## src/rtl/core/akt_pkg.sv

```systemverilog
// ----------------------------------------------------------------------------
// akt_pkg
// Shared types and constants for the authorised key table.
// ----------------------------------------------------------------------------
`default_nettype none

package akt_pkg;

    localparam int KEY_W   = 96;
    localparam int COUNT_W = 5;
    localparam int OUT_W   = 8;

    typedef logic [KEY_W-1:0] key_t;

    localparam key_t ADMIN_KEY_0 = {12{8'hFF}};
    localparam key_t ADMIN_KEY_1 = {12{8'hCC}};

    localparam logic MODE_LOOKUP = 1'b0;
    localparam logic MODE_ADD    = 1'b1;

    typedef enum logic [2:0] {
        ST_IDLE,
        ST_DISPATCH,
        ST_SCAN,
        ST_DRAIN,
        ST_FINISH
    } state_t;

    typedef struct packed {
        logic load;
        logic dispatch;
        logic scan_issue;
        logic out_load;
    } cmd_t;

    typedef struct packed {
        logic mode_add;
        logic scan_needed;
        logic scan_last;
        logic out_free;
    } status_t;

endpackage

`default_nettype wire

```

## src/rtl/core/authorized_key_table.sv

```systemverilog
// ----------------------------------------------------------------------------
// authorized_key_table
// Table of 96-bit access keys with lookup and append requests.
// ----------------------------------------------------------------------------
//  channel | direction | payload
//  s_      | in        | tuser: mode; tdata: key_upper, key_lower
//  m_      | out       | tdata: is_authorized, is_admin, add_ok, key_count
//
//  an add, or a lookup with only the admin keys stored, goes from dispatch straight to finish
//  any other lookup passes through scan and then drain: one key store read per cycle
//  the result is loaded into the result register in finish, once that register is free
//  admin keys are fixed constants, so reset is immediate and needs no fill
//  a waiting result does not stop the next request from being taken, but that
//  request then holds in finish until the result register drains
// ----------------------------------------------------------------------------
`default_nettype none

module authorized_key_table #(
    parameter int MAX_KEYS        = 16,
    parameter int ADMIN_KEY_COUNT = 2
) (
    input  wire logic         aclk,
    input  wire logic         aresetn,
    input  wire logic         s_tvalid,
    output logic              s_tready,
    input  wire logic [95:0]  s_tdata,  // key_upper[31:0], key_lower[95:32]
    input  wire logic         s_tuser,  // mode
    output logic              m_tvalid,
    input  wire logic         m_tready,
    output logic [7:0]        m_tdata   // is_authorized, is_admin, add_ok, key_count[7:3]
);

    akt_pkg::cmd_t    cmd;
    akt_pkg::status_t status;
    akt_pkg::key_t    in_key;

    assign in_key = {s_tdata[31:0], s_tdata[95:32]};

    akt_ctrl u_ctrl (
        .aclk     (aclk),
        .aresetn  (aresetn),
        .s_tvalid (s_tvalid),
        .s_tready (s_tready),
        .status   (status),
        .cmd      (cmd)
    );

    akt_datapath #(
        .MAX_KEYS        (MAX_KEYS),
        .ADMIN_KEY_COUNT (ADMIN_KEY_COUNT)
    ) u_datapath (
        .aclk     (aclk),
        .aresetn  (aresetn),
        .in_key   (in_key),
        .in_mode  (s_tuser),
        .cmd      (cmd),
        .status   (status),
        .m_tvalid (m_tvalid),
        .m_tready (m_tready),
        .m_tdata  (m_tdata)
    );

endmodule

`default_nettype wire

```

## src/rtl/core/akt_ctrl.sv

```systemverilog
// ----------------------------------------------------------------------------
// akt_ctrl
// Request sequencer: accept, dispatch, table scan and result hand-off.
// ----------------------------------------------------------------------------
`default_nettype none

module akt_ctrl (
    input  wire logic             aclk,
    input  wire logic             aresetn,
    input  wire logic             s_tvalid,
    output logic                  s_tready,
    input  wire akt_pkg::status_t status,
    output akt_pkg::cmd_t         cmd
);

    akt_pkg::state_t state_reg;
    akt_pkg::state_t state_next;

    always_ff @(posedge aclk) begin
        if (!aresetn) begin
            state_reg <= akt_pkg::ST_IDLE;
        end else begin
            state_reg <= state_next;
        end
    end

    always_comb begin
        state_next = state_reg;
        cmd        = '0;
        s_tready   = 1'b0;
        unique case (state_reg)
            akt_pkg::ST_IDLE: begin
                s_tready = 1'b1;
                if (s_tvalid) begin
                    cmd.load   = 1'b1;
                    state_next = akt_pkg::ST_DISPATCH;
                end
            end
            akt_pkg::ST_DISPATCH: begin
                cmd.dispatch = 1'b1;
                if (status.mode_add || !status.scan_needed) begin
                    state_next = akt_pkg::ST_FINISH;
                end else begin
                    state_next = akt_pkg::ST_SCAN;
                end
            end
            akt_pkg::ST_SCAN: begin
                cmd.scan_issue = 1'b1;
                if (status.scan_last) begin
                    state_next = akt_pkg::ST_DRAIN;
                end
            end
            akt_pkg::ST_DRAIN: begin
                state_next = akt_pkg::ST_FINISH;
            end
            akt_pkg::ST_FINISH: begin
                if (status.out_free) begin
                    cmd.out_load = 1'b1;
                    state_next   = akt_pkg::ST_IDLE;
                end
            end
            default: begin
                state_next = akt_pkg::ST_IDLE;
            end
        endcase
    end

endmodule

`default_nettype wire

```

## src/rtl/core/akt_datapath.sv

```systemverilog
// ----------------------------------------------------------------------------
// akt_datapath
// Key store, request registers, scan compare and result register.
// ----------------------------------------------------------------------------
`default_nettype none

module akt_datapath #(
    parameter int MAX_KEYS        = 16,
    parameter int ADMIN_KEY_COUNT = 2
) (
    input  wire logic                         aclk,
    input  wire logic                         aresetn,
    input  wire akt_pkg::key_t                in_key,
    input  wire logic                         in_mode,
    input  wire akt_pkg::cmd_t                cmd,
    output akt_pkg::status_t                  status,
    output logic                              m_tvalid,
    input  wire logic                         m_tready,
    output logic [akt_pkg::OUT_W-1:0]         m_tdata
);

    localparam int AW = $clog2(MAX_KEYS);
    localparam int CW = $clog2(MAX_KEYS + 1);

    akt_pkg::key_t key_store [MAX_KEYS];

    akt_pkg::key_t          key_reg;
    logic                   mode_reg;
    logic [CW-1:0]          count_reg;
    logic [CW-1:0]          count_next;
    logic [AW-1:0]          addr_reg;
    akt_pkg::key_t          rd_data_reg;
    logic                   rd_valid_reg;
    logic                   hit_reg;
    logic                   admin_reg;
    logic                   ok_reg;
    logic                   m_valid_reg;
    logic [akt_pkg::OUT_W-1:0] m_data_reg;

    logic                   admin_match;
    logic                   full;
    logic                   do_write;
    logic [31:0]            count_ext;

    assign admin_match = ((ADMIN_KEY_COUNT > 0) && (key_reg == akt_pkg::ADMIN_KEY_0)) ||
                         ((ADMIN_KEY_COUNT > 1) && (key_reg == akt_pkg::ADMIN_KEY_1));
    assign full        = (count_reg >= CW'(MAX_KEYS));
    assign do_write    = cmd.dispatch && mode_reg && !full;
    assign count_next  = do_write ? count_reg + CW'(1) : count_reg;
    assign count_ext   = 32'(count_reg);

    assign status.mode_add    = mode_reg;
    assign status.scan_needed = (count_reg > CW'(ADMIN_KEY_COUNT));
    assign status.scan_last   = ((CW'(addr_reg) + CW'(1)) == count_reg);
    assign status.out_free    = !m_valid_reg || m_tready;

    always_ff @(posedge aclk) begin
        if (do_write) begin
            key_store[count_reg[AW-1:0]] <= key_reg;
        end
        rd_data_reg <= key_store[addr_reg];
    end

    always_ff @(posedge aclk) begin
        if (!aresetn) begin
            count_reg    <= CW'(ADMIN_KEY_COUNT);
            rd_valid_reg <= 1'b0;
            m_valid_reg  <= 1'b0;
        end else begin
            count_reg    <= count_next;
            rd_valid_reg <= cmd.scan_issue;
            if (cmd.out_load) begin
                m_valid_reg <= 1'b1;
            end else if (m_tready) begin
                m_valid_reg <= 1'b0;
            end
        end
    end

    always_ff @(posedge aclk) begin
        if (cmd.load) begin
            key_reg  <= in_key;
            mode_reg <= in_mode;
        end
        if (cmd.dispatch) begin
            addr_reg  <= AW'(ADMIN_KEY_COUNT);
            admin_reg <= admin_match;
            hit_reg   <= admin_match;
            ok_reg    <= mode_reg && !full;
        end else begin
            if (cmd.scan_issue) begin
                addr_reg <= addr_reg + AW'(1);
            end
            if (rd_valid_reg && (rd_data_reg == key_reg)) begin
                hit_reg <= 1'b1;
            end
        end
        if (cmd.out_load) begin
            m_data_reg <= {count_ext[akt_pkg::COUNT_W-1:0],
                           ok_reg && (mode_reg == akt_pkg::MODE_ADD),
                           admin_reg && (mode_reg == akt_pkg::MODE_LOOKUP),
                           hit_reg && (mode_reg == akt_pkg::MODE_LOOKUP)};
        end
    end

    assign m_tvalid = m_valid_reg;
    assign m_tdata  = m_data_reg;

endmodule

`default_nettype wire
```

## config.mk

```make
export PLATFORM = sky130hd
export DESIGN_NAME = authorized_key_table
export DESIGN_NICKNAME = d
export VERILOG_FILES = /design/src/rtl/core/akt_pkg.sv /design/src/rtl/core/authorized_key_table.sv /design/src/rtl/core/akt_ctrl.sv /design/src/rtl/core/akt_datapath.sv
export SDC_FILE = /design/constraint.sdc
export NUM_CORES = 2
export LEC_CHECK = 0
export ABC_AREA = 1
export ABC_CLOCK_PERIOD_IN_PS = 12000
export BUFFER_PORTS_ARGS = -buffer_cell sky130_fd_sc_hd__buf_2
export CORE_ASPECT_RATIO = 0.75
export CORE_MARGIN = 3
export CORE_UTILIZATION = 50
export CTS_CLUSTER_SIZE = 8
export DETAILED_ROUTE_END_ITERATION = 10
export HOLD_SLACK_MARGIN = 0.15
export PLACE_DENSITY = 0.63
export SYNTH_ARGS = -nofsm -noshare
export SYNTH_HDL_FRONTEND = slang
export SYNTH_SLANG_ARGS = --single-unit
```

## constraint.sdc

```tcl
create_clock -name aclk -period 12 [get_ports aclk]
set_input_delay 2.4 -clock aclk [delete_from_list [all_inputs] [get_ports aclk]]
set_output_delay 2.4 -clock aclk [all_outputs]
set_load 0.05 [all_outputs]
```

Yosys cells after proc, flatten, opt, wreduce, memory -nomap -nowiden
Memories as Yosys holds them, arrays and structs flattened. A register that Yosys moved wholly into a read port is not among the register bits. Cells that the tools add are included.

Memories: 1. Output and inout port bits: 10. Memory bits (writable): 1536. Logic and storage cells: 64. Flip-flop bits (word level): 122. Input port bits: 101. Bits in read-only memories: 0. Latch bits: 0.

Bitwise operators: 1. Equal/unequal tests: 11. Reduce and logical (&&, ||, !) cells: 17. Add/subtract/negate cells: 3. Div/mod/pow operators: 0. Multiply operators: 0. Mux-type cells: 18. Shifts and indexed selects: 0. $lt $le $gt $ge: 2.

Memory list: u_datapath.key_store (words 16, bits a word 96, rd ports 1, clocked after Yosys merged registers in 1, wr ports 1, line akt_datapath.sv:25) `akt_pkg::key_t key_store [MAX_KEYS];`.

Operators with widths (count): $eq A96 B96 Y1 const B (2); $eq A96 B96 Y1 (1); $pmux W3 S5 (1); $mux W1 (13); $mux W3 (4); $logic_and A1 B1 Y1 (7); $eq A3 B2 Y1 const B (2); $ne A2 B2 Y1 const B (3); $add A4 B1 Y5 const B (1); $add A5 B1 Y5 const B (1); $eq A5 B5 Y1 (1); $ge A5 B5 Y1 const B (1); $gt A5 B2 Y1 const B (1); $add A4 B1 Y4 const B (1); $reduce_bool A2 Y1 (2); $eq A3 B1 Y1 const B (1); $eq A3 B3 Y1 const B (1); $logic_not A1 Y1 (3); $logic_not A3 Y1 (1); $logic_or A1 B1 Y1 (3); $reduce_and A3 Y1 (1); $not A1 Y1 (1).

Logic depth before layout (Yosys ltp)
Depth after elaboration: 6. Depth in mapped cells: 12. Gate-level depth less buffers: 12.

Modules after synthesis
Synthesis repeated with hierarchy kept, for this count alone.

Cell total of the unflattened synthesis: 4927. Area, all modules: 67843.8 um^2.

Modules (own cells, without submodules): akt_datapath (times used 1, cells an instance 4897, seq. area each 51509.4 um^2, area each 67656.1 um^2); akt_ctrl (times used 1, cells an instance 30, seq. area each 60.1 um^2, area each 187.7 um^2).

Worst setup path before layout
No wires, ideal clock.

Path kind: input to register. Start point: in s_tvalid. End point: reg u_datapath.key_reg[0] (enable). Required time: 11329 ps. Setup slack: 2352 ps. Data arrival time: 8977 ps. Stages: 2. Cells stage by stage: inv_1 nor3_1.

RTL lines: start, declared (line authorized_key_table.sv:24) `input wire logic s_tvalid,`; end signal, assigned (line akt_datapath.sv:82) `key_reg <= in_key;`; end, declared (line akt_datapath.sv:27) `akt_pkg::key_t key_reg;`.

==> key figures <==
STA
  – Fmax: about 240 MHz
  – Unrepaired setup endpoints after global routing: false
  – Tmin final: about 4200 ps
  – Total negative slack: 0 ps
  – Fin crit share: between 30% and 40%
  – Rel. slew slack: between 20% and 30%
  – Setup-failing EPs final: 0
  – Slew Viols, Final: 0
  – Final Hold Violating Endpoints: 0
  – Clk_skew: 38.2 ps
  – Slew @ Worst Pin: 1130 ps

Logic synthesis
  – Syn Nets: a little under 5000
  – Synth area leader: edfxtp_1
  – Cells after synthesis: 4739
  – Synthesis Warnings: 0
  – Main synth FF type: edfxtp_1
  – Syn Area/Cell: approximately 14 sq um
  – FF+latch count, synth: roughly 1800
  – Post-synth top area share: 72.6%
  – Number of flops mapped to enable cells by yosys: 1644
  – Largest cells by area after synthesis: edfxtp_1 73%, mux2i_1 4.1%, nor2_1 3.8%, o21ai_0 3.4%, dfxtp_1 3.2%
  – Yosys cell types: 33
  – Async S/R FF share, synth: 0%
  – Post-synthesis sequential area ratio: 75.9%
  – Synthesized cell area: 0.0680 sq mm

Power
  – Clk pwr share: roughly 40%
  – Power density cells: 206 mW/mm^2
  – Worst vdd ir: between 0.1 and 0.15 mV
  – Sw power: 0.00437 W
  – P_int: 0.0115 W
  – Fraction of power spent switching nets: ~28%
  – P_leak: around 25 nW
  – Logic pwr share: between 10 and 15%
  – Sequential Power Share: ~47%

Final layout
  – Seq. cell area: between 0.05 and 0.06 sq mm
  – # fillers: 10600
  – Multi-input gate area: 0.0143 sq mm
  – Fin nets: 5000
  – Max reg flops: approximately 1500
  – Share of layout cells above drive strength 1: under 10%
  – Core Util, Final: 57.4%
  – Synth-to-Final Area Change: 13.3%

Place
  – RD Place Congestion: ~0.83
  – I/O Buffers: 110
  – Hpwl dp: ~92000 um

Critical path
  – Crit-path most repeated cell: buf_4
  – CP delay by family, top: buffers and inverters
  – Crit path max fanout: about 170
  – FF-to-FF setup slack: 7810 ps
  – Worst setup SP type: flip-flop
  – Worst R2R End: u_datapath.rd_data_reg[85]
  – CP bufs+invs: 3
  – Worst setup EP type: flip-flop
  – Reg-to-Reg Start: u_datapath.addr_reg[1]
  – WP data required: 12760 ps
  – CP Cell Sequence: buf_4 -> buf_12 -> buf_4 -> o21ai_0 -> o221ai_1 -> nand3_1 -> nand2_1
  – Worst-case reg-to-reg path depth: 7
  – CP arrival: about 5000 ps
  – Slowest stage delay, CP: around 800 ps
  – CP max-delay cell: buf_4
  – Kind of critical path: flip-flop to flip-flop

Clocking
  – # hold bufs at CTS: 0
  – CTS sink count: between 1500 and 2000
  – H-tree depth: 4
  – Post-CTS sizing: 0
  – Clock Latency Late Sink: approximately 830 ps
  – Post-CTS Setup Bufs: 0
  – CTS tree: built
  – Clock Tree Root: clkbuf_16
  – Clock transition at path regs: approximately 50 ps
  – CTS max path bufs: 3
  – CTS buffer count: about 240

Route
  – Antenna viol nets, final: 0
  – Vias per cell: about 6
  – Number of DRC markers in iteration 0: 4961
  – DRC Markers: 0
  – DR vias: 40600
  – Post-Route WL: 177000 um
  – Per-cell routed wire length: 25.8 um
  – Router iterations before antenna repair: 5

Worst hold path
  – Min-delay src: u_datapath.ok_reg
  – Hold WC Path Type: flip-flop to flip-flop
  – Worst Hold Path Cells: 2
  – Hold worst-path end: u_datapath.m_tdata[2]

Global route
  – Total GRT Usage: about a quarter
  – Initial antenna violation count: 6
  – First-pass GRT wire length: between 200000 and 300000 um
  – Largest net degree at the start of global routing: around 290
  – Vias in the first global route: between 30000 and 40000
  – Remaining Overflow, GRT: 0

Die
  – Die W: ~430 um
  – Io pins: around 110
  – Die height: 325 um
  – Full die area: between 0.1 and 0.15 sq mm
  – Row cnt: between 100 and 150
  – CORE AREA: ~0.13 sq mm
  – Initial core utilization: about 51%

Status
  – Run status: finished, final reports clean

Job
  – Number of max-cap violations: 0
-- cells in the mapped netlist, types with 2 or more instances --
cell	n
o21ai_0	465
or2_2	2
dfxtp_1	110
o221ai_1	168
inv_1	169
nor2_1	690
nor4_1	6
mux2i_1	276
buf_4	9
xnor2_1	11
nand2_1	347
nor3_1	14
or3_1	2
o211ai_1	219
nand4_1	27
nand3_1	103
o21ai_1	64
buf_2	75
buf_1	9
a21oi_1	9
xor2_1	4
clkbuf_1	153
ha_1	5
buf_6	42
edfxtp_1	1644
inv_2	2
o22ai_1	108
-- layout by cell type, fill, tap and decap left out, types with 13 or more instances in the layout --
master,count
nor3_1,13
clkbuf_1,191
o221ai_1,168
edfxtp_1,1644
o21ai_0,465
o22ai_1,108
o211ai_1,219
nand3_1,103
clkbuf_16,239
nor2_1,674
dfxtp_1,106
buf_2,110
nor2_4,16
o21ai_1,64
nand2_1,347
nand4_1,27
buf_4,89
mux2i_1,276
inv_1,168
-- per-layer routing --
layer	wire [um]	vias up	track usage [%]	share of wire [%]
li1	-	18200	-	-
met1	79300	20200	38.4	45
met2	75700	1876	35.0	43
met3	17300	284	5.70	9.8
met4	4590	6	8.48	2.6
met5	41	-	0	0.023
-- power groups by stage --
stage	clock network, W	registers [W]	logic, W
2_1_floorplan	0	0.00746	0.00147
3_5_place_dp	0	0.00762	0.00216
6_report	0.00618	0.00751	0.00219
5_1_grt	0.00654	0.00754	0.00240
4_1_cts	0.00628	0.00750	0.00218
3_3_place_gp	0	0.00761	0.00214
-- per-stage QoR --
stage | cells | cell area [sq um] | power, W | hold WS [ps] | setup WS (ps)
global placement | 6425 | 70100 | 0.00975 | 502 | 7980
global route | 6867 | 77000 | 0.0165 | 545 | 7630
floorplan | 4739 | 68000 | 0.00893 | 481 | 2350
CTS | 6867 | 77000 | 0.0160 | 516 | 7770
finish | 6869 | 77000 | 0.0159 | 514 | 7810
detailed placement | 6425 | 70100 | 0.00978 | 504 | 7950
-- area by class of cell --
type | instances | area share [%]
clock inverter | 12 | 0.226
sequential | 1754 | 67.0
tap | 1770 | 2.88
timing repair buffer | 206 | 1.76
multi-input combinational | 2522 | 18.6
antenna | 2 | 0.00650
clock buffer | 430 | 8.70
inverter | 173 | 0.890
-- logic make-up (layout without fill, tap and decap cells) --
group	count (synthesis)	in the layout	synth area share, %
other	0	2	0
flip-flops	1754	1754	75.9
AO/OA/AOI/OAI	1033	1033	9.54
adder cells (fa/ha/maj)	5	5	0.0921
XOR/XNOR	16	16	0.217
AND/OR/NAND/NOR	1192	1192	6.94
multiplexers	276	276	4.07
buffers and inverters	463	821	3.26
-- worst reg2reg max path: cells and delay by family, from the launching register on --
family                 cells  cell delay [ps]
AO/OA/AOI/OAI              2              620
buffers and inverters      3             2470
flip-flops                 1              700
AND/OR/NAND/NOR            2              330
-- worst max-delay path by stage --
stage / start / to / slack, ps / cells after the start
floorplan: s_tvalid / u_datapath.key_reg[0] / 2350 / 2
global placement: u_ctrl.state_reg[0] / u_datapath.key_store[2][9] / 7980 / 10
detailed placement: u_ctrl.state_reg[0] / u_datapath.key_store[5][90] / 7950 / 10
CTS: u_ctrl.state_reg[0] / s_tready / 7770 / 4
global route: u_datapath.addr_reg[1] / u_datapath.rd_data_reg[85] / 7630 / 7
finish: u_datapath.addr_reg[1] / u_datapath.rd_data_reg[85] / 7810 / 7
Note: power is estimated with default switching activity, not from simulation.
